`src/sv/farthest_point_pair_core_macros.svh`:
```
// Assertion macros for the farthest point pair core.
`ifndef FARTHEST_POINT_PAIR_CORE_MACROS_SVH
`define FARTHEST_POINT_PAIR_CORE_MACROS_SVH

`ifndef SYNTHESIS

// Whenever ante_ holds, cons_ must hold in the same cycle.
`define FPP_ASSERT_IMPLY(label_, clk_, rst_n_, ante_, cons_) \
    label_: assert property (@(posedge clk_) disable iff (!rst_n_) \
        (ante_) |-> (cons_)) else $error("fpp assertion failed");

// Whenever ante_ holds, cons_ must hold in the next cycle.
`define FPP_ASSERT_NEXT(label_, clk_, rst_n_, ante_, cons_) \
    label_: assert property (@(posedge clk_) disable iff (!rst_n_) \
        (ante_) |=> (cons_)) else $error("fpp assertion failed");

`else

`define FPP_ASSERT_IMPLY(label_, clk_, rst_n_, ante_, cons_)
`define FPP_ASSERT_NEXT(label_, clk_, rst_n_, ante_, cons_)

`endif

`endif

```
`src/sv/fpp_pkg.sv`:
```
// Shared constants and controller/datapath interface types.
`default_nettype none

package fpp_pkg;

    localparam int FPP_MAX_POINTS = 1024;
    localparam int FPP_COORD_BITS = 20;

    // Fixed widths of the result fields.
    localparam int OUT_IDX_BITS  = 10;
    localparam int OUT_DSQ_BITS  = 42;
    localparam int OUT_DIST_BITS = 21;

    typedef struct packed {
        logic load_point;
        logic scan_init;
        logic issue_row;
        logic issue_col;
        logic next_row;
        logic advance_col;
        logic fetch_first;
        logic fetch_second;
        logic cap_first;
        logic cap_second;
        logic sqrt_start;
        logic post_result;
    } fpp_cmd_t;

    typedef struct packed {
        logic few_points;
        logic col_last;
        logic row_last;
        logic pipe_busy;
        logic sqrt_busy;
        logic out_busy;
    } fpp_stat_t;

endpackage

`default_nettype wire

```
`src/sv/fpp_ctrl.sv`:
```
// Controller: load, pair scan sequencing, endpoint fetch and result post.
`default_nettype none

module fpp_ctrl
    import fpp_pkg::*;
(
    input  wire logic      clk,
    input  wire logic      rst_n,
    input  wire logic      in_valid,
    output      logic      in_stall,
    input  wire logic      last_point,
    input  wire fpp_stat_t stat,
    output      fpp_cmd_t  cmd
);

    localparam logic [3:0] ST_IDLE    = 4'd0;
    localparam logic [3:0] ST_START   = 4'd1;
    localparam logic [3:0] ST_ROW     = 4'd2;
    localparam logic [3:0] ST_COL     = 4'd3;
    localparam logic [3:0] ST_DRAIN   = 4'd4;
    localparam logic [3:0] ST_FETCH_A = 4'd5;
    localparam logic [3:0] ST_FETCH_B = 4'd6;
    localparam logic [3:0] ST_CAP_B   = 4'd7;
    localparam logic [3:0] ST_FINISH  = 4'd8;

    logic [3:0] state_reg;
    logic [3:0] state_next;

    always_ff @(posedge clk or negedge rst_n)
    begin
        if (!rst_n)
        begin
            state_reg <= ST_IDLE;
        end
        else
        begin
            state_reg <= state_next;
        end
    end

    always_comb
    begin
        cmd        = '0;
        state_next = state_reg;
        in_stall   = (state_reg != ST_IDLE);
        case (state_reg)
            ST_IDLE:
            begin
                if (in_valid)
                begin
                    cmd.load_point = 1'b1;
                    if (last_point)
                    begin
                        cmd.scan_init = 1'b1;
                        state_next    = ST_START;
                    end
                end
            end
            ST_START:
            begin
                state_next = stat.few_points ? ST_FINISH : ST_ROW;
            end
            ST_ROW:
            begin
                cmd.issue_row = 1'b1;
                state_next    = ST_COL;
            end
            ST_COL:
            begin
                cmd.issue_col = 1'b1;
                if (stat.col_last)
                begin
                    if (stat.row_last)
                    begin
                        state_next = ST_DRAIN;
                    end
                    else
                    begin
                        cmd.next_row = 1'b1;
                        state_next   = ST_ROW;
                    end
                end
                else
                begin
                    cmd.advance_col = 1'b1;
                end
            end
            ST_DRAIN:
            begin
                if (!stat.pipe_busy)
                begin
                    state_next = ST_FETCH_A;
                end
            end
            ST_FETCH_A:
            begin
                cmd.fetch_first = 1'b1;
                cmd.sqrt_start  = 1'b1;
                state_next      = ST_FETCH_B;
            end
            ST_FETCH_B:
            begin
                cmd.fetch_second = 1'b1;
                cmd.cap_first    = 1'b1;
                state_next       = ST_CAP_B;
            end
            ST_CAP_B:
            begin
                cmd.cap_second = 1'b1;
                state_next     = ST_FINISH;
            end
            ST_FINISH:
            begin
                // Wait for the root and a free result register.
                if (!stat.out_busy && !stat.sqrt_busy)
                begin
                    cmd.post_result = 1'b1;
                    state_next      = ST_IDLE;
                end
            end
            default:
            begin
                state_next = ST_IDLE;
            end
        endcase
    end

endmodule

`default_nettype wire

```
`config.mk`:
```
export PLATFORM = sky130hd
export DESIGN_NAME = fpp_ctrl
export DESIGN_NICKNAME = d
export VERILOG_FILES = /design/src/sv/farthest_point_pair_core_macros.svh /design/src/sv/fpp_pkg.sv /design/src/sv/fpp_ctrl.sv
export SDC_FILE = /design/constraint.sdc
export NUM_CORES = 1
export LEC_CHECK = 0
export BUFFER_PORTS_ARGS = -buffer_cell sky130_fd_sc_hd__buf_4
export CAP_MARGIN = 20
export CORE_AREA = 2 2 39 41
export DETAILED_ROUTE_END_ITERATION = 6
export DIE_AREA = 0 0 41 43
export GPL_TIMING_DRIVEN = 0
export PLACE_DENSITY = 0.64
export SLEW_MARGIN = 5
export SYNTH_ARGS = -nofsm -noshare
export SYNTH_HDL_FRONTEND = slang
export SYNTH_SLANG_ARGS = --single-unit
```
`constraint.sdc`:
```
create_clock -name clk -period 3 [get_ports clk]
set_input_delay 0 -clock clk [delete_from_list [all_inputs] [get_ports clk]]
set_output_delay 0 -clock clk [all_outputs]
set_load 0.01 [all_outputs]
```
### After elaboration in Yosys (flattened, before gate mapping)

Index checks and enable logic that the tools add are counted.

* flip-flop bits (word level): 4
* input port bits: 10
* output and inout port bits: 13
* word-level logic and storage cells: 41

* eq/ne operators: 13
* muxes and demuxes: 21
* reduce and logical (&&, ||, !) cells: 6

Operator list (number)
* $pmux W4 S9: 1
* $mux W4: 6
* $eq A4 B3 Y1 const B: 4
* $ne A2 B2 Y1 const B: 5
* $mux W1: 9
* $eq A4 B2 Y1 const B: 2
* $mux W2: 3
* $mux W3: 2
* $reduce_and A5 Y1: 1
* $eq A4 B1 Y1 const B: 1
* $eq A4 B4 Y1 const B: 1
* $logic_not A4 Y1: 1
* $reduce_bool A4 Y1: 1
* $logic_not A1 Y1: 2
* $logic_and A1 B1 Y1: 1

### Longest topological paths before layout

* depth after elaboration: 4
* depth in mapped cells: 4
* gate-level depth less buffers: 3

### Worst setup path before layout

Ideal clock, no wire load.

* path type: register to output
* from: reg state_reg[0]
* to: out cmd[10] (netlist bit)
* data arrival time: 1221 ps
* data required time: 3000 ps
* path slack: 1779 ps
* stages on the path, launching flop included: 4
* buffers on the path: 1
* cell sequence: dfrtp_1 -> buf_6 -> or4_4 -> nor2_1

RTL lines
* start: declaration: RTL line fpp_ctrl.sv:26 `logic [3:0] state_reg;`
* start signal: assignment: RTL line fpp_ctrl.sv:37 `state_reg <= state_next;`
* end: declaration: RTL line fpp_ctrl.sv:13 `output fpp_cmd_t cmd`

==> flow_summary.yaml <==
run_status:
  status: "completed"
clock_network:
  insertion_delay_ns: 0.23
  cts-htree-levels: 1
  cts_tree: "built"
  cts.sink_count: 4
  numCtsBuffers: 3
  path_clk_slew_ns: 0.03
  cts_buffer_depth: 2
  cts_root_buffer: "clkbuf_4"
sta:
  hold_ws_ns: 0.104
  fin_skew_ns: 0.000122
  relSlewSlack: 0.771
  period_minus_slack_ns: 1.49
  tns_ns: 0
  setup_viol: 0
  rsz0062_at_grt: "no"
  period_share: 0.496
  worstMarginPinSlew_ns: 0.340
  hold_viol: 0
  slew_violations: 0
  fmax_mhz: 672
synthesis:
  postSynth.asyncResetShare: 1.00
  synth_area_per_cell_um2: 7.85
  yosysSeqAreaShare: 0.290
  synth_seq_cells: 4
  synth_fa_ha_area_frac: 0
  synth.distinct_cells: 24
  synth-compound-area-share: 0.185
  syn_area_um2: 345
  yosys.area.top_type: "dfrtp_1"
  yosysTopAreaCellShare: 0.290
  synth_area_leaders: "dfrtp_1, a21o_1, nor2_1"
  synth_edf_count: 0
  yosys.area_share.simple: 0.409
  synthMuxAreaShare: 0
  synth_ff_type: "dfrtp_1"
  yosys.cell_count.top_type: "nor2_1"
  synth_top_family_by_area: "simple AND/OR/NAND/NOR gates"
  synthTopCellsByCount: "nor2_1, dfrtp_1"
  synth-warning-count: 0
  syn_nets: 54
  syn_inst: 44
  synth-xor-area-share: 0
cells_and_area:
  post-route-cell-area_um2: 563
  drive_gt1_frac: 0.486
  antenna_cells: 0
  nets: 82
  multiInputGateArea_um2: 205
  fill_cells: 149
  largest_reg_flops: 4
  stdcell_count: 86
  area_delta_synth_final_pct: 63.0
  final-seq-area_um2: 100
drt:
  num_vias: 390
  wl_per_cell_um: 9.65
  via_per_inst: 4.53
  first_iter_violations: 3
  drc: 0
  detail-route-antenna-nets: 0
  wl_um: 830
  drtPass1Iterations: 4
setup_path:
  crit_fanout: 8
  worstSetupPathType: "reg2out"
  slowest_delay_ns: 0.57
  cp_slowest_cell: "or4_4"
  start_kind: "flop"
  crit_chain: "or4_4 > nor2_1 > buf_4"
  cp.required_ns: 3.00
  cp-end-kind: "output pin"
  critPathArrivalTime_ns: 1.49
global_routing:
  grt_util_met2: 0.172
  grt_max_degree: 11
  overflow: 0
  met3_usage: 0.0209
  grt_pass1_vias: 351
  gr-usage-met1: 0.134
  grt_pass1_wl_um: 1360
  antenna_found_initial: 0
  track_usage: 0.110
  top_usage_layer: "met2"
power_and_ir_drop:
  powerDensity_nw_per_um2: 804
  vdd_ir_drop_max_v: 0.000239
  p_leak_nw: 0.305
placed_design:
  post-place-cells: 82
  dpl-instance-area_um2: 531
  gp_congestion: 0.708
  dp_hpwl_um: 656
  port_buffers: 22
job:
  max_cap_viol_count: 0
die:
  initial_utilization: 0.250
  ios: 23
  fp-row-count: 14
  fp.dieW_um: 41
  die_h_um: 43
  dieArea_um2: 1760
  core_area_um2: 1380
worst_hold_path:
  min-delay-path-class: "in2reg"
critical path, delay by kind of cell, from the launching register on:
kind	cells	cell delay [ns]
buffers and inverters	1	0.12
flip-flops	1	0.45
AND/OR/NAND/NOR	2	0.69
placed cells by master (no fill, tap or decap), drive strengths merged, types with 2 or more instances in the layout:
cell and count:
nor3 3, dfrtp 4, buf 27, nand2 4
clkbuf 3, a21oi 3, o21ai 2, a21o 3
nand2b 2, nor2 6
area by class of cell:
| type | instances | area share |
|---|---|---|
| multi-input cells | 34 | 0.364 |
| repair buffers | 23 | 0.311 |
| flip-flops and latches | 4 | 0.178 |
| plain buffers | 5 | 0.0644 |
| clock buffers | 3 | 0.0400 |
| well taps | 16 | 0.0356 |
| inverters | 1 | 0.00667 |
report_power, final:
part	switching [mW]	internal, mW	total (mW)
combinational	0.139	0.154	0.293
sequential	0.0188	0.0772	0.0960
clock	0.0197	0.0446	0.0642
per-stage QoR:
step | utilization | power, mW | setup WS, ns
floorplan | - | 0.292 | 1.78
global route | 0.407 | 0.505 | 1.42
global placement | 0.383 | 0.388 | 1.75
detailed placement | 0.383 | 0.392 | 1.75
finish | 0.407 | 0.453 | 1.51
CTS | 0.407 | 0.460 | 1.50
kinds of logic after synthesis:
kind of cell / after synthesis
flip-flops: 4
buffers and inverters: 6
AND/OR/NAND/NOR: 24
AO/OA/AOI/OAI: 10
routing by layer:
layer	share of wire	wire length [µm]
met4	0	0
met5	0	0
met1	0.42	348
met2	0.48	398
met3	0.10	83
path summary, 6_finish.rpt:
kind / start / endpoint / slack, ns / depth (start not counted)
worst min register to register: state_reg[3] / state_reg[2] / 0.63 / 2
worst min-delay path: stat[2] / state_reg[0] / 0.10 / 3
worst max-delay path: state_reg[1] / cmd[10] / 1.51 / 3
worst max register to register: state_reg[2] / state_reg[1] / 1.79 / 4
min in group asynchronous: rst_n / state_reg[0] / 0.11 / 2
max in group asynchronous: rst_n / state_reg[3] / 2.79 / 2
repair_timing:
action,4_1_cts,5_1_grt
hold endpoints to repair,4,0
gates resized for setup,0,0
setup buffers,0,0
hold buffers,1,0
Power figures use the tool's default switching activity.
